$ cat src/spfs_pkg.sv
`timescale 1ns / 1ps
`default_nettype none
// ---------------------------------------------------------------------------
// spfs_pkg: shared types and constants for the smallest prime factor sieve
// Table geometry, field widths and the structs passed between the
// sequencer and the top level.
// ---------------------------------------------------------------------------
package spfs_pkg;

  localparam int NUM_W       = 16;
  localparam int TABLE_DEPTH = 65536;
  localparam int INDEX_BITS  = 13;
  localparam int ADDR_W      = $clog2(TABLE_DEPTH);
  // Mark entry: top bit set means marked, low bits hold the prime index
  localparam int MARK_W      = INDEX_BITS + 1;
  localparam int SQ_W        = 2 * NUM_W;
  localparam longint unsigned TABLE_MAX = longint'(TABLE_DEPTH) - 1;

  localparam logic [NUM_W-1:0] LIMIT_RESET = '1;

  typedef struct packed {
    logic              we;
    logic [ADDR_W-1:0] waddr;
    logic [MARK_W-1:0] wdata;
    logic [ADDR_W-1:0] raddr;
  } mem_req_t;

  typedef struct packed {
    logic [NUM_W-1:0]      number;
    logic                  is_prime;
    logic [INDEX_BITS-1:0] factor_index;
    logic                  outside_range;
  } result_t;

endpackage
`default_nettype wire

$ cat src/spfs_seq.sv
`timescale 1ns / 1ps
`default_nettype none
// ---------------------------------------------------------------------------
// spfs_seq: sieve sequencer
// Clears the mark table after reset, looks up each integer, and for a new
// prime walks its multiples through the one table port pair.
// ---------------------------------------------------------------------------
module spfs_seq (
  input  wire logic                               clk,
  input  wire logic                               rst_n,
  input  wire logic                               in_valid,
  output      logic                               in_stall,
  input  wire logic [spfs_pkg::NUM_W-1:0]         in_number,
  input  wire logic [spfs_pkg::NUM_W-1:0]         sieve_limit,
  input  wire logic [spfs_pkg::MARK_W-1:0]        rd_data,
  output      spfs_pkg::mem_req_t                 mem_req,
  output      logic                               res_valid,
  output      spfs_pkg::result_t                  res,
  input  wire logic                               res_take
);
  import spfs_pkg::*;

  typedef enum logic [2:0] {
    S_CLEAR,
    S_IDLE,
    S_LOOKUP,
    S_MARK_RD,
    S_MARK_CHK,
    S_DONE
  } state_t;

  state_t                state_r;
  logic [ADDR_W-1:0]     clr_r;
  logic [NUM_W-1:0]      n_r;
  logic [NUM_W-1:0]      lim_r;
  logic [SQ_W-1:0]       m_r;
  logic [INDEX_BITS-1:0] pc_r;
  logic [MARK_W-1:0]     mark_r;
  result_t               res_r;

  logic [NUM_W-1:0] lim_eff;
  logic             in_oor;
  logic             accept;
  logic             rd_marked;

  always_comb begin
    if (longint'(sieve_limit) > longint'(TABLE_MAX)) begin
      lim_eff = NUM_W'(TABLE_MAX);
    end else begin
      lim_eff = sieve_limit;
    end
  end

  assign in_oor    = (in_number < NUM_W'(2)) || (in_number > lim_eff);
  assign in_stall  = (state_r != S_IDLE);
  assign accept    = in_valid && !in_stall;
  assign rd_marked = rd_data[MARK_W-1];
  assign res_valid = (state_r == S_DONE);
  assign res       = res_r;

  // table port steering
  always_comb begin
    mem_req.we    = 1'b0;
    mem_req.waddr = ADDR_W'(n_r);
    mem_req.wdata = mark_r;
    mem_req.raddr = ADDR_W'(in_number);
    unique case (state_r)
      S_CLEAR: begin
        mem_req.we    = 1'b1;
        mem_req.waddr = clr_r;
        mem_req.wdata = '0;
      end
      S_LOOKUP: begin
        mem_req.we    = !rd_marked;
        mem_req.wdata = {1'b1, pc_r};
      end
      S_MARK_RD: begin
        mem_req.raddr = ADDR_W'(m_r);
      end
      S_MARK_CHK: begin
        mem_req.we    = !rd_marked;
        mem_req.waddr = ADDR_W'(m_r);
      end
      default: begin
      end
    endcase
  end

  always_ff @(posedge clk) begin
    if (!rst_n) begin
      state_r <= S_CLEAR;
      clr_r   <= '0;
      pc_r    <= '0;
    end else begin
      unique case (state_r)
        S_CLEAR: begin
          clr_r <= clr_r + ADDR_W'(1);
          if (clr_r == '1) begin
            state_r <= S_IDLE;
          end
        end
        S_IDLE: begin
          if (accept) begin
            n_r                <= in_number;
            lim_r              <= lim_eff;
            res_r.number       <= in_number;
            res_r.is_prime     <= 1'b0;
            res_r.factor_index <= '0;
            res_r.outside_range <= in_oor;
            state_r            <= in_oor ? S_DONE : S_LOOKUP;
          end
        end
        S_LOOKUP: begin
          if (rd_marked) begin
            res_r.factor_index <= rd_data[INDEX_BITS-1:0];
            state_r            <= S_DONE;
          end else begin
            res_r.is_prime     <= 1'b1;
            res_r.factor_index <= pc_r;
            mark_r             <= {1'b1, pc_r};
            if (pc_r != '1) begin
              pc_r <= pc_r + INDEX_BITS'(1);
            end
            m_r     <= SQ_W'(n_r) * SQ_W'(n_r);
            state_r <= S_MARK_RD;
          end
        end
        S_MARK_RD: begin
          // stop once the multiple passes the limit
          state_r <= (m_r > SQ_W'(lim_r)) ? S_DONE : S_MARK_CHK;
        end
        S_MARK_CHK: begin
          m_r     <= m_r + SQ_W'(n_r);
          state_r <= S_MARK_RD;
        end
        S_DONE: begin
          if (res_take) begin
            state_r <= S_IDLE;
          end
        end
        default: begin
          state_r <= S_IDLE;
        end
      endcase
    end
  end

`ifndef NO_ASSERTIONS
  a_lookup_after_idle: assert property (@(posedge clk) disable iff (!rst_n)
    (state_r == S_LOOKUP) |-> ($past(state_r) == S_IDLE))
    else $error("lookup not entered from idle");

  a_mark_in_limit: assert property (@(posedge clk) disable iff (!rst_n)
    (state_r == S_MARK_CHK) |-> (m_r <= SQ_W'(lim_r)))
    else $error("multiple beyond limit checked");

  a_mark_above_n: assert property (@(posedge clk) disable iff (!rst_n)
    (state_r == S_MARK_CHK) |-> (m_r > SQ_W'(n_r)))
    else $error("multiple not above its prime");

  a_prime_counted: assert property (@(posedge clk) disable iff (!rst_n)
    (state_r == S_MARK_CHK) |-> (pc_r != '0))
    else $error("marking with no prime counted");
`endif

endmodule
`default_nettype wire

$ cat config.mk
export PLATFORM = sky130hd
export DESIGN_NAME = spfs_seq
export DESIGN_NICKNAME = d
export VERILOG_FILES = /design/src/spfs_pkg.sv /design/src/spfs_seq.sv
export SDC_FILE = /design/constraint.sdc
export NUM_CORES = 1
export LEC_CHECK = 0
export ABC_AREA = 1
export BUFFER_PORTS_ARGS = -buffer_cell sky130_fd_sc_hd__buf_2
export CAP_MARGIN = 20
export CELL_PAD_IN_SITES_DETAIL_PLACEMENT = 1
export CELL_PAD_IN_SITES_GLOBAL_PLACEMENT = 2
export CORE_ASPECT_RATIO = 0.8
export CORE_MARGIN = 2
export CORE_UTILIZATION = 25
export CTS_CLUSTER_DIAMETER = 60
export DETAILED_ROUTE_END_ITERATION = 16
export GPL_ROUTABILITY_DRIVEN = 0
export PLACE_DENSITY_LB_ADDON = 0.25
export SLEW_MARGIN = 20
export SYNTH_ARGS = -nofsm -noshare
export SYNTH_HDL_FRONTEND = slang
export SYNTH_SLANG_ARGS = --single-unit
$ cat constraint.sdc
create_clock -name clk -period 7.01 [get_ports clk]
set_input_delay 0.3505 -clock clk [delete_from_list [all_inputs] [get_ports clk]]
set_output_delay 0.3505 -clock clk [all_outputs]
set_load 0.03 [all_outputs]
==> metrics <==
status finished, final reports clean; post-CTS sizing 0; Max H-tree Level 4; first-pass GRT wire length 88200 µm; most common cell after layout, fill and taps aside inv_1; Layout area overhead 15.2%; share of layout cells above drive strength 1 0.105; Peak VDD IR 0.112 mV; TritonCTS buffer count 17; final WL 57900 µm; Longest Clk Path Bufs 2; fin area 17800 µm²; Tightest Pin Transition 0.806 ns; initial drt markers 641; grt ovf 0; Power Dens Cells 103 nW/µm²; vias in the first global route 14500; startpoint types register; worst hold start in_number[0]; simple-gate area share of the yosys netlist 0.201; Worst-Skew Late Latency 0.47 ns; Synth Area in Compound Gates 0.0991; fin crit period 6.55 ns; Residual DRC 0; num rows 81; Placement Cell Area 17200 µm²; final hold vios 0; Final ANT Viol Nets 0; HP Class primary input to register; Root Buffer clkbuf_16; Leakage Power 9.01 nW; R2R setup slack 0.46 ns; WHS 0.0799 ns; total track usage 0.185; fin. max-slew vios 0; unrepaired setup endpoints after global routing no; post-DP HPWL 48500 µm; max incr delay on CP 0.87 ns; R2R cell count 18; Hold Path Stages 1; CP endpoint kind register; post-synthesis mux area share 0.000727; IO buf count 129; Placeable Area 61200 µm²; CTS tree done; Sink Count 124; DR vias 13600; Unique masters post-synth 45; fin nets 2502; Clock Pin Slew Worst Setup and Hold Paths 0.07 ns; Die Wd 282 µm; synth warn 0; Yosys reg bits 124; starting density of the core 0.253; hold path endpoint res[15]$_DFFE_PP_; slowest stage cell on the critical path edfxtp_1; clk_skew 0.0169 ns; worst r2r src res[26]$_DFFE_PP_; XOR/XNOR Fraction of Synth Area 0.0147; fmax 153 MHz; PnR worst setup slack 0.458 ns; fin crit share 0.935; crit-path cells nand2_1 -> fa_1 -> inv_1 -> fa_1 -> fa_1 -> fa_1 -> fa_1 -> inv_1 -> fa_1 -> inv_1 -> ha_1 -> a21oi_1 -> o21ai_0 -> a21oi_1 -> nand3_1 -> or2_2 -> nand3_1 -> nand2_1; CP max FO 12; via density per instance 4.55; number of antenna violations at the first check in global routing 2; Synth Area in Adders 0.337; Mapped Nets 2375; critical path required time 7.22 ns; Routed WL per cell 19.4 µm; cell mode on critical path fa_1; Post-Synthesis Cells 2007; Filler Cell Count 7567; max_slew headroom 0.463; Worst Path Buf+Inv 3; largest net degree at the start of global routing 34; Post-synth EDFFs 92; pre-CTS setup slack 0.203 ns; most frequent cells in the layout inv_1 (467), nand2_1 (439), fa_1 (165); sequential area share after synthesis 0.220; fraction of registers with async set or reset after synthesis 0; post-synthesis area per instance 7.72 µm²; reg-to-reg endpoint m_r[22]$_DFFE_PP_; Pre-antenna DRT Iters 4; Final TNS setup 0 ns; Mapped Area 15500 µm²; crit path DAT 6.76 ns; Main synth FF type edfxtp_1; max-cap violations 0; Setup CP Type register to register; cell family with most CP delay adder cells; Vert. Die Dim 227 µm; final setup violation count 0; I/O pins 130; full die area 64000 µm²; main combinational cell family by area after synthesis adder cells
how the worst max path moves through the flow:
stage	start	to	slack [ns]	depth (start not counted)
final	res[26]$_DFFE_PP_	m_r[22]$_DFFE_PP_	0.46	18
after global routing	res[26]$_DFFE_PP_	m_r[30]$_DFFE_PP_	0.06	20
after CTS	res[22]$_DFFE_PP_	m_r[22]$_DFFE_PP_	0.19	19
after detailed placement	res[22]$_DFFE_PP_	m_r[22]$_DFFE_PP_	0.20	19
after global placement	res[22]$_DFFE_PP_	m_r[22]$_DFFE_PP_	0.23	19
after floorplan	res[16]$_DFFE_PP_	m_r[22]$_DFFE_PP_	1.0	20
area by class of cell:
class                   instances  area [µm²]  share of cell area
clock inverters                13         164             0.00919
clock buffers                  19         433              0.0243
inverters                     472        1770              0.0993
diodes                          2        5.00            0.000280
well taps                     830        1040              0.0582
multi-input cells            1357       10100               0.567
flip-flops and latches        124        3400               0.191
repair buffers                162         918              0.0515
where the power goes:
part | leakage [nW] | switching [mW] | internal [mW]
Combinational | 7.64 | 0.0576 | 0.0291
Sequential | 1.10 | 0.00174 | 0.782
Clock | 0.280 | 0.410 | 0.562
state kept, by name (all words and copies together), names as in the netlist:
| register | cells |
|---|---|
| state_r | 3 |
| pc_r | 13 |
| clr_r | 16 |
| res | 31 |
| m_r | 32 |
| mark_r | 13 |
| lim_r | 16 |
per-layer routing:
layer,track usage,routed length [µm],up-vias
met1,0.271,29400,6809
met4,0.0428,966,0
met3,0.0226,1360,42
li1,-,-,6573
met5,0,0,-
met2,0.291,26200,143
cell usage after synthesis (all sizes together), types with 12 or more instances:
library cell	instances	area share
dfxtp	32	0.041
edfxtp	92	0.18
nor2	124	0.033
ha	153	0.12
inv	471	0.11
nor3	32	0.010
clkbuf	45	0.011
nand3	77	0.025
o21ai	133	0.043
nand2	446	0.11
nor4	15	0.0070
nand4	26	0.011
a21oi	102	0.033
xor2	17	0.0096
fa	165	0.21
o221ai	12	0.0068
per-stage QoR:
| stage | util | instances | total power, mW |
|---|---|---|---|
| after floorplan | - | 2007 | 0.844 |
| after global placement | 0.281 | 2942 | 0.884 |
| after detailed placement | 0.281 | 2942 | 0.887 |
| after CTS | 0.291 | 2974 | 1.88 |
| after global routing | 0.291 | 2977 | 1.90 |
| final | 0.292 | 2979 | 1.84 |
timing repair:
item | in CTS | in global routing
endpoints found under the setup margin | 0 | 2
hold buffers | 0 | 0
buffers inserted | 0 | 3
worst reg2reg max path, cell delays in order (launching register included):
cell      delay (ns)
edfxtp_1        0.87
nand2_1         0.28
fa_1            0.59
inv_1           0.05
fa_1            0.46
fa_1            0.52
fa_1            0.58
fa_1            0.57
inv_1           0.06
fa_1            0.54
inv_1           0.05
ha_1            0.39
a21oi_1         0.24
o21ai_0         0.15
a21oi_1         0.26
nand3_1         0.19
or2_2           0.31
nand3_1         0.13
nand2_1         0.07
cell families after synthesis:
group / after synthesis
AOI/OAI and AO/OA: 280
xor gates and xnor gates: 26
adders and majority gates: 318
buffers and inverters: 526
DFF: 124
muxes: 1
and+or+nand+nor: 732
No activity file was read; power rests on OpenSTA's default activity.
