--- src/spfs_ram.sv ---
`timescale 1ns / 1ps
`default_nettype none
// ---------------------------------------------------------------------------
// spfs_ram: generic simple dual-port RAM
// One write port and one read port, read data registered.
// ---------------------------------------------------------------------------
module spfs_ram #(
  parameter int WIDTH = 8,
  parameter int DEPTH = 16
) (
  input  wire logic                     clk,
  input  wire logic                     we,
  input  wire logic [$clog2(DEPTH)-1:0] waddr,
  input  wire logic [WIDTH-1:0]         wdata,
  input  wire logic [$clog2(DEPTH)-1:0] raddr,
  output      logic [WIDTH-1:0]         rdata
);

  logic [WIDTH-1:0] mem [DEPTH];

  always_ff @(posedge clk) begin
    if (we) begin
      mem[waddr] <= wdata;
    end
    rdata <= mem[raddr];
  end

endmodule
`default_nettype wire

--- config.mk ---
export PLATFORM = sky130hd
export DESIGN_NAME = spfs_ram
export DESIGN_NICKNAME = d
export VERILOG_FILES = /design/src/spfs_ram.sv
export SDC_FILE = /design/constraint.sdc
export NUM_CORES = 1
export LEC_CHECK = 0
export BUFFER_PORTS_ARGS = -buffer_cell sky130_fd_sc_hd__buf_4
export CAP_MARGIN = 0
export CORE_ASPECT_RATIO = 1.25
export CORE_MARGIN = 10
export CORE_UTILIZATION = 68
export CTS_BUF_LIST = sky130_fd_sc_hd__clkbuf_4
export CTS_CLUSTER_DIAMETER = 30
export DETAILED_ROUTE_END_ITERATION = 8
export PLACE_DENSITY = 0.92
export SETUP_SLACK_MARGIN = 0.3
export SYNTH_ARGS = -nofsm -noshare
export SYNTH_HDL_FRONTEND = slang
export SYNTH_SLANG_ARGS = --single-unit
--- constraint.sdc ---
create_clock -name clk -period 4.5 [get_ports clk]
set_input_delay 0.45 -clock clk [delete_from_list [all_inputs] [get_ports clk]]
set_output_delay 0.45 -clock clk [all_outputs]
set_load 0.1 [all_outputs]
==> results.sh, run 1 <==
export IMPL_clock_tree_htree_level_count=4
export IMPL_min_delay_path_depth=1
export IMPL_crit_reg2reg_launch="mem[5][1]"
export IMPL_setup_viol=0
export IMPL_track_usage_pct=17.2
export IMPL_hpwlAfterDp_um=6000
export IMPL_postCtsSetupBuffers=0
export IMPL_leakagePower_nw=1.89
export IMPL_largest_cells_by_area_after_synthesis="edfxtp_1, mux4_2, mux4_1"
export IMPL_start_util_pct=70.0
export IMPL_post_synth_and_or_nand_nor_area_fraction_pct=3.18
export IMPL_finalCriticalPeriod_ps=1800
export IMPL_power_density_nw_per_um2=434
export IMPL_final_cell_mix="edfxtp_1, buf_4, clkbuf_4"
export IMPL_synth_largest_area_cell="edfxtp_1"
export IMPL_setup_worst_path_start_class="input port"
export IMPL_netlist_area_leader_share_pct=74.7
export IMPL_max_clock_freq_ghz=0.555
export IMPL_maxCapViolCount=0
export IMPL_synthesis_area_um2=5150
export IMPL_vias_post_dr=2448
export IMPL_maxSlewHeadroom_pct=25.1
export IMPL_synth_yosys_seq_area_share_pct=77.8
export IMPL_number_of_global_route_vias_before_repair=2612
export IMPL_arrival_time_at_the_worst_endpoint_ps=1930
export IMPL_avgRoutedWirePerCell_um=25.5
export IMPL_peakVddDrop_v=0.000352
export IMPL_drt_initial_drc_count=274
export IMPL_design_die_area_um2=11500
export IMPL_status="finished clean"
export IMPL_grt_first_pass_wirelength_um=14400
export IMPL_finalNonFillerCells=369
export IMPL_synthesis_yosys_warnings=0
export IMPL_critPathRequiredTime_ps=4620
export IMPL_drt_wl_total_um=9400
export IMPL_row_count=35
export IMPL_pin_count_of_the_biggest_net_entering_global_routing=33
export IMPL_synth_top_family_by_area="multiplexers"
export IMPL_min_delay_start="wdata[7]"
export IMPL_clock_network_latency_to_the_later_pin_of_the_worst_skew_pair_ps=510
export IMPL_tritoncts="done"
export IMPL_dieHeight_um=117
export IMPL_cts_buffers=17
export IMPL_clock_tree_buffer_depth=2
export IMPL_place_inst=338
export IMPL_regToRegEndpoint="rdata[1]"
export IMPL_timing_max_transition_violations_final=0
export IMPL_worstHoldPathType="in -> reg"
export IMPL_worstSetupEndpointType="flop"
export IMPL_synth_xor_xnor_area_share_pct=0
export IMPL_globalplace_congestion=0.785
export IMPL_post_cts_resized_instances=0
export IMPL_cts_root_buffer_cell="clkbuf_4"
export IMPL_cts_sinks=136
export IMPL_post_synth_mux_area_share_pct=15.0
export IMPL_syn_num_nets=247
export IMPL_holdBufCountCts=0
export IMPL_maximum_fanout_along_the_worst_path=8
export IMPL_design_core_area_um2=7360
export IMPL_syn_instance_count=229
export IMPL_timing_clock_skew_ps=14.4
export IMPL_drc=0
export IMPL_postSynthAreaPerCell_um2=22.5
export IMPL_finish_net_count=283
export IMPL_area_growth_pct=10.5
export IMPL_route_antenna_remaining_nets=0
export IMPL_yosys_cell_types_count=19
export IMPL_synth_fa_ha_area_share_pct=0
export IMPL_number_of_inserted_diodes=0
export IMPL_setup_tns_ps=0
export IMPL_critical_path_class="in -> reg"
export IMPL_die_w_um=97.8
export IMPL_whs_endpoint="mem[13][7]"
export IMPL_timing_reg2reg_worst_path_depth=3
export IMPL_routed_via_density=6.63
export IMPL_report_final_hold_viol_count=0
export IMPL_drtPass1Iterations=4
export IMPL_rsz0062_at_grt="false"
export IMPL_tightest_slew_ps=1120
export IMPL_fillcell_total=382
export IMPL_clkTransAtPathRegs_ps=110
export IMPL_synth_compound_gate_area_share_pct=2.33
export IMPL_placement_io_buffers=25
export IMPL_io_pin_count=26
export IMPL_layout_cells_most_common="edfxtp_1"
export IMPL_r2r_setup_slack_ps=3110
export IMPL_drive_gt1_share_pct=27.1
export IMPL_antenna_violations_before_repair=0
export IMPL_grt_overflow=0
export IMPL_period_share_pct=40.0
export IMPL_ys_seq_elements=136
## power breakdown
| group | switching (mW) | internal, mW | total, mW |
|---|---|---|---|
| Sequential | 0.00772 | 1.41 | 1.42 |
| Clock | 0.396 | 0.458 | 0.854 |
| Combinational | 0.134 | 0.0599 | 0.194 |
| Total | 0.538 | 1.93 | 2.47 |
## final cells by class
cell class	count	area, µm²	share of cell area [%]
sequential	136	4000	70.4
clock buffer	21	158	2.77
timing repair buffer	27	203	3.56
clock inverter	10	153	2.68
tap	92	115	2.02
multi-input combinational	83	1060	18.6
## cells in the mapped netlist, drive strengths merged
cell type	n
a22oi	16
nand2b	2
nor2	13
mux4	32
and2	1
nor3	4
nand3b	2
or3b	1
and2b	1
nand3	1
nor2b	1
clkdlybuf4s25	3
buf	7
edfxtp	128
nand2	9
dfxtp	8
## routing by layer
layer | track usage (%) | up-vias | part of all wire (%)
met5 | 0 | - | 0
met4 | 9.03 | 0 | 2.5
met3 | 5.40 | 21 | 8.3
met2 | 28.0 | 147 | 51
met1 | 20.4 | 1235 | 38
li1 | - | 1045 | -
## metrics by stage
| step | setup slack, ps | cell area, µm² | total power [mW] | hold WS, ps | utilization (%) |
|---|---|---|---|---|---|
| 2_1_floorplan | 2560 | 5150 | 1.58 | 549 | - |
| 3_3_place_gp | 2310 | 5380 | 1.64 | 647 | 73.1 |
| 3_5_place_dp | 2140 | 5380 | 1.64 | 660 | 73.1 |
| 4_1_cts | 2700 | 5690 | 2.48 | 216 | 77.3 |
| 5_1_grt | 2590 | 5690 | 2.55 | 216 | 77.3 |
| 6_report | 2700 | 5690 | 2.47 | 249 | 77.3 |
## registers in the layout, indices dropped and copies added, names as in the netlist
signal,cells
mem,128
rdata,8
## worst max-delay path: stages
cell and delay [ps]:
buf_4 120, or3b_2 500, nor3_1 850
## cell families after synthesis
kind of cell           after synthesis
multiplexers                        32
AO/OA/AOI/OAI                       16
flip-flops                         136
AND/OR/NAND/NOR                     35
buffers and inverters               10
## worst max-delay path by stage
stage	start	end
2_1_floorplan	waddr[2]	mem[0][0]
3_3_place_gp	waddr[2]	mem[0][3]
3_5_place_dp	waddr[2]	mem[0][5]
4_1_cts	waddr[2]	mem[0][0]
5_1_grt	waddr[2]	mem[0][2]
6_report	waddr[2]	mem[0][0]
Power figures use the tool's default switching activity.
==> run 2: changes to the inputs <==
--- a/config.mk
+++ b/config.mk
@@ -9,11 +9,11 @@
 export CAP_MARGIN = 0
 export CORE_ASPECT_RATIO = 1.25
 export CORE_MARGIN = 10
-export CORE_UTILIZATION = 68
+export CORE_UTILIZATION = 57
 export CTS_BUF_LIST = sky130_fd_sc_hd__clkbuf_4
 export CTS_CLUSTER_DIAMETER = 30
 export DETAILED_ROUTE_END_ITERATION = 8
-export PLACE_DENSITY = 0.92
+export PLACE_DENSITY = 0.83
 export SETUP_SLACK_MARGIN = 0.3
 export SYNTH_ARGS = -nofsm -noshare
 export SYNTH_HDL_FRONTEND = slang
==> constraint.sdc (replaced) <==
create_clock -name clk -period 1.5 [get_ports clk]
set_input_delay 0.15 -clock clk [delete_from_list [all_inputs] [get_ports clk]]
set_output_delay 0.15 -clock clk [all_outputs]
set_load 0.1 [all_outputs]
==> run 2 against run 1 <==
First-iteration DRC count down 19%; design area up 7.3%; global-route usage down 1.4 points; setup slack worse by 2500 ps; largest cell class unchanged; largest power group unchanged; highest routed layer unchanged.
==> results.sh, run 2 (synthesis results as in run 1) <==
export IMPL_worstPathBufferInverterCount=0
export IMPL_crit_reg2reg_launch="mem[8][5]"
export IMPL_timing_max_transition_violations_final=0
export IMPL_grt_first_pass_wirelength_um=15300
export IMPL_finalNonFillerCells=427
export IMPL_r2r_setup_slack_ps=210
export IMPL_tightest_slew_ps=501
export IMPL_largest_register="mem"
export IMPL_drive_gt1_share_pct=42.2
export IMPL_power_density_nw_per_um2=1180
export IMPL_whs_endpoint="rdata[1]"
export IMPL_peakVddDrop_v=0.00119
export IMPL_drt_initial_drc_count=222
export IMPL_status="finished clean"
export IMPL_finish_net_count=311
export IMPL_largest_register_ff_count=128
export IMPL_routed_via_density=5.86
export IMPL_cts_buffers=17
export IMPL_area_growth_pct=18.6
export IMPL_clkTransAtPathRegs_ps=120
export IMPL_finish_utilization_pct=69.8
export IMPL_cts_root_buffer_cell="clkbuf_4"
export IMPL_design_die_area_um2=13300
export IMPL_worstHoldPathType="in -> reg"
export IMPL_regToRegEndpoint="rdata[5]"
export IMPL_hpwlAfterDp_um=6560
export IMPL_drc=0
export IMPL_clock_network_latency_to_the_later_pin_of_the_worst_skew_pair_ps=520
export IMPL_period_share_pct=86.1
export IMPL_top_regs="mem: 128 flops, rdata: 8 flops"
export IMPL_grt_overflow=0
export IMPL_worst_path_largest_cell_delay_ps=470
export IMPL_timing_clock_skew_ps=14.3
export IMPL_pin_count_of_the_biggest_net_entering_global_routing=24
export IMPL_critical_path_class="reg -> reg"
export IMPL_layout_cells_most_common="edfxtp_1"
export IMPL_critPathRequiredTime_ps=1900
export IMPL_clock_tree_buffer_depth=2
export IMPL_placement_io_buffers=25
export IMPL_setup_viol=0
export IMPL_antenna_violations_before_repair=1
export IMPL_globalplace_congestion=0.751
export IMPL_met3WireLength_um=996
export IMPL_avgRoutedWirePerCell_um=23.0
export IMPL_totalPowerFinal_mw=7.20
export IMPL_track_usage_pct=15.8
export IMPL_drtPass1Iterations=4
export IMPL_final_cell_mix="edfxtp_1, buf_4, mux4_2"
export IMPL_die_w_um=105
export IMPL_post_route_m1_wl_um=3670
export IMPL_worstSetupPathDepth=3
export IMPL_arrival_time_at_the_worst_endpoint_ps=1700
export IMPL_start_util_pct=58.8
export IMPL_tritoncts="done"
export IMPL_number_of_global_route_vias_before_repair=2626
export IMPL_critical_path_slowest_cell="mux4_2"
export IMPL_design_core_area_um2=8750
export IMPL_worstSetupEndpointType="flop"
export IMPL_io_pin_count=26
export IMPL_path_delay_family="multiplexers"
export IMPL_top_signal_layer_used="met4"
export IMPL_path_cells="mux4_2 > a22oi_2 > nand2_1"
export IMPL_timing_reg2reg_worst_path_depth=3
export IMPL_vias_post_dr=2504
export IMPL_clock_tree_htree_level_count=4
export IMPL_finalCriticalPeriod_ps=1290
export IMPL_drt_wl_total_um=9810
export IMPL_cts_sinks=136
export IMPL_detailroute_wirelength_met2_um=4980
export IMPL_setup_worst_path_start_class="flop"
export IMPL_place_inst=386
export IMPL_maximum_fanout_along_the_worst_path=1
export IMPL_maxSlewHeadroom_pct=66.6
export IMPL_route_antenna_remaining_nets=0
export IMPL_rsz0062_at_grt="true"
export IMPL_dieHeight_um=126
export IMPL_row_count=38
export IMPL_report_final_hold_viol_count=0
export IMPL_min_delay_start="raddr[2]"
export IMPL_leakagePower_nw=2.02
export IMPL_max_clock_freq_ghz=0.774
export IMPL_maxCapViolCount=0
export IMPL_min_delay_path_depth=4
==> run 2: changes by cell type in the layout (fill, tap and decap cells not counted), moves of 6 or more <==
cell,delta
dlygate4sd3_1,+8
dfxtp_1,-8
a22oi_2,+6
a22oi_1,-6
mux4_2,+13
buf_12,+13
mux4_1,-13
buf_4,+7
dfxtp_2,+6
==> run 2: per-layer routing <==
metal,global-route usage [%],vias up
met5,0,-
met4,7.85,0
met3,4.54,16
met2,24.7,128
met1,19.9,1261
li1,-,1099
==> run 2: power breakdown <==
part           switching, mW  internal (mW)
clock network           1.23          0.958
registers             0.0433           4.25
logic                  0.420          0.301
==> run 2: worst max-delay path by stage <==
| stage | start | end | slack (ps) |
|---|---|---|---|
| after floorplan | waddr[2] | mem[0][0] | 250 |
| after global placement | raddr[0] | rdata[5] | -7 |
| after detailed placement | raddr[0] | rdata[3] | -60 |
| after CTS | mem[10][5] | rdata[5] | 220 |
| after global routing | mem[8][5] | rdata[5] | 140 |
| final | mem[8][5] | rdata[5] | 210 |
==> run 2: repair_timing <==
action	CTS	global route
endpoints found under the setup margin	16	16
gates resized for setup	40	2
buffers inserted	0	0
hold endpoints to repair	128	0
hold buffers	8	0
==> run 2: layout make-up <==
type,instances,area (µm²)
antenna,1,2.50
clock buffer,17,128
clock inverter,15,136
fill,555,2640
multi-input combinational,83,1070
sequential,136,4020
tap,120,150
timing repair buffer,55,596
==> run 2: tightest hold or removal path, delay by kind of cell <==
kind	cells	cell delay (ps)
AND/OR/NAND/NOR	2	140
AO/OA/AOI/OAI	1	190
buffers and inverters	1	90
==> run 2: metrics by stage <==
step	instance area [µm²]	hold WS, ps	setup TNS, ps	worst slack, ps
finish	6110	95.1	0	208
global route	6110	94.1	0	144
CTS	6100	53.2	0	223
detailed placement	5620	459	-108	-56.4
global placement	5620	441	-6.67	-6.67
floorplan	5180	249	0	247
==> run 3: changes to the inputs <==
--- a/config.mk
+++ b/config.mk
@@ -8,7 +8,7 @@
 export BUFFER_PORTS_ARGS = -buffer_cell sky130_fd_sc_hd__buf_4
 export CAP_MARGIN = 0
 export CORE_ASPECT_RATIO = 1.25
-export CORE_MARGIN = 10
+export CORE_MARGIN = 2
 export CORE_UTILIZATION = 57
 export CTS_BUF_LIST = sky130_fd_sc_hd__clkbuf_4
 export CTS_CLUSTER_DIAMETER = 30
==> run 3 against run 2 <==
Sequential share of layout area fell by 1.2 points; utilization rose by 1.2 points; flip-flop and latch count did not move; largest cell class unchanged; critical endpoint unchanged.
==> results.sh, run 3 (synthesis results as in run 1) <==
export IMPL_route_antenna_remaining_nets=0
export IMPL_top_regs="mem: 128 flops, rdata: 8 flops"
export IMPL_cts_buffers=17
export IMPL_crit_reg2reg_launch="mem[11][5]"
export IMPL_drt_wl_total_um=9970
export IMPL_power_density_nw_per_um2=1250
export IMPL_setup_tns_ps=0
export IMPL_drive_gt1_share_pct=44.0
export IMPL_clkTransAtPathRegs_ps=110
export IMPL_min_delay_start="waddr[1]"
export IMPL_final_cell_mix="edfxtp_1, buf_4, mux4_2"
export IMPL_layout_cells_most_common="edfxtp_1"
export IMPL_maximum_fanout_along_the_worst_path=1
export IMPL_timing_max_transition_violations_final=0
export IMPL_drc=0
export IMPL_cts_root_buffer_cell="clkbuf_4"
export IMPL_number_of_inserted_diodes=0
export IMPL_placement_io_buffers=25
export IMPL_rsz0062_at_grt="true"
export IMPL_crit_startpoint="mem[11][5]"
export IMPL_pin_count_of_the_biggest_net_entering_global_routing=24
export IMPL_clock_tree_htree_level_count=4
export IMPL_met3WireLength_um=761
export IMPL_tightest_slew_ps=504
export IMPL_finish_net_count=312
export IMPL_critPathRequiredTime_ps=1910
export IMPL_leakagePower_nw=2.05
export IMPL_avgRoutedWirePerCell_um=23.3
export IMPL_finalCriticalPeriod_ps=1270
export IMPL_hold_ws_ps=122
export IMPL_vias_post_dr=2523
export IMPL_finalNonFillerCells=427
export IMPL_register_area_um2=4010
export IMPL_finish_utilization_pct=71.0
export IMPL_period_share_pct=84.9
export IMPL_area_growth_pct=20.6
export IMPL_die_w_um=89.0
export IMPL_detailroute_wirelength_met2_um=5140
export IMPL_worstHoldPathType="in -> reg"
export IMPL_routed_via_density=5.91
export IMPL_r2r_setup_slack_ps=230
export IMPL_dp_worst_setup_slack_ps=-0.823
export IMPL_number_of_global_route_vias_before_repair=2557
export IMPL_fillcell_total=525
export IMPL_setup_viol=0
export IMPL_report_final_hold_viol_count=0
export IMPL_clock_network_latency_to_the_later_pin_of_the_worst_skew_pair_ps=520
export IMPL_top_signal_layer_used="met4"
export IMPL_arrival_time_at_the_worst_endpoint_ps=1680
export IMPL_hpwlAfterDp_um=6300
export IMPL_post_route_m1_wl_um=3790
export IMPL_max_clock_freq_ghz=0.785
export IMPL_largest_register="mem"
export IMPL_antenna_violations_before_repair=0
export IMPL_critical_path_class="reg -> reg"
export IMPL_grt_first_pass_wirelength_um=15000
export IMPL_grt_overflow=0
export IMPL_timing_clock_skew_ps=19.3
export IMPL_design_die_area_um2=9810
export IMPL_tritoncts="done"
export IMPL_postCtsSetupBuffers=0
export IMPL_worst_slack_ps=227
export IMPL_peakVddDrop_v=0.000810
export IMPL_drt_initial_drc_count=218
export IMPL_design_core_area_um2=8750
export IMPL_status="finished clean"
export IMPL_multi_input_comb_area_um2=1100
export IMPL_row_count=38
export IMPL_place_inst=387
export IMPL_maxCapViolCount=0
export IMPL_cts_sinks=136
export IMPL_largest_register_ff_count=128
export IMPL_dieHeight_um=110
export IMPL_maxSlewHeadroom_pct=66.4
export IMPL_worstSetupEndpointType="flop"
export IMPL_drtPass1Iterations=5
export IMPL_start_util_pct=58.8
export IMPL_clock_tree_buffer_depth=2
export IMPL_io_pin_count=26
export IMPL_globalplace_congestion=0.801
export IMPL_track_usage_pct=23.1
export IMPL_setup_worst_path_start_class="flop"
==> run 3: final cells by class <==
| class | count | share of cell area, % |
|---|---|---|
| repair buffers | 56 | 9.72 |
| well taps | 120 | 2.42 |
| clock inverters | 15 | 3.35 |
| flip-flops and latches | 136 | 64.7 |
| multi-input cells | 83 | 17.8 |
| clock buffers | 17 | 2.06 |
==> run 3: repair_timing <==
item / 4_1_cts / 5_1_grt
pin swaps: 3 / 0
hold buffers: 8 / 0
cloned: 0 / 0
hold endpoints to repair: 128 / 0
endpoints found under the setup margin: 16 / 16
resized for setup: 46 / 0
==> run 3: final timing paths <==
path	end	cells after the start
setup / recovery	rdata[5]	3
hold / removal	mem[0][3]	3
hold reg to reg	rdata[1]	3
setup reg to reg	rdata[5]	3
==> run 3: routing by layer <==
metal	vias up	global-route usage, %
li1	1093	-
met2	148	37.3
met1	1262	30.4
met5	-	0
met4	0	9.81
met3	20	5.66
==> run 3: power by group <==
part           switching [mW]  total (mW)  internal [mW]
Clock                    1.25        2.72           1.47
Combinational           0.429       0.735          0.306
Sequential             0.0464        4.29           4.25
Total                    1.72        7.74           6.02
==> run 3: worst max-delay path: stages, from the launching register on <==
cell	delay [ps]
edfxtp_1	390
mux4_2	490
a22oi_2	220
nand2_1	70
==> run 3: metrics by stage <==
| stage | power [mW] | instance area (µm²) |
|---|---|---|
| finish | 7.74 | 6210 |
| detailed placement | 4.99 | 5630 |
| global route | 7.96 | 6210 |
| global placement | 4.97 | 5630 |
| CTS | 7.77 | 6210 |
| floorplan | 4.77 | 5180 |
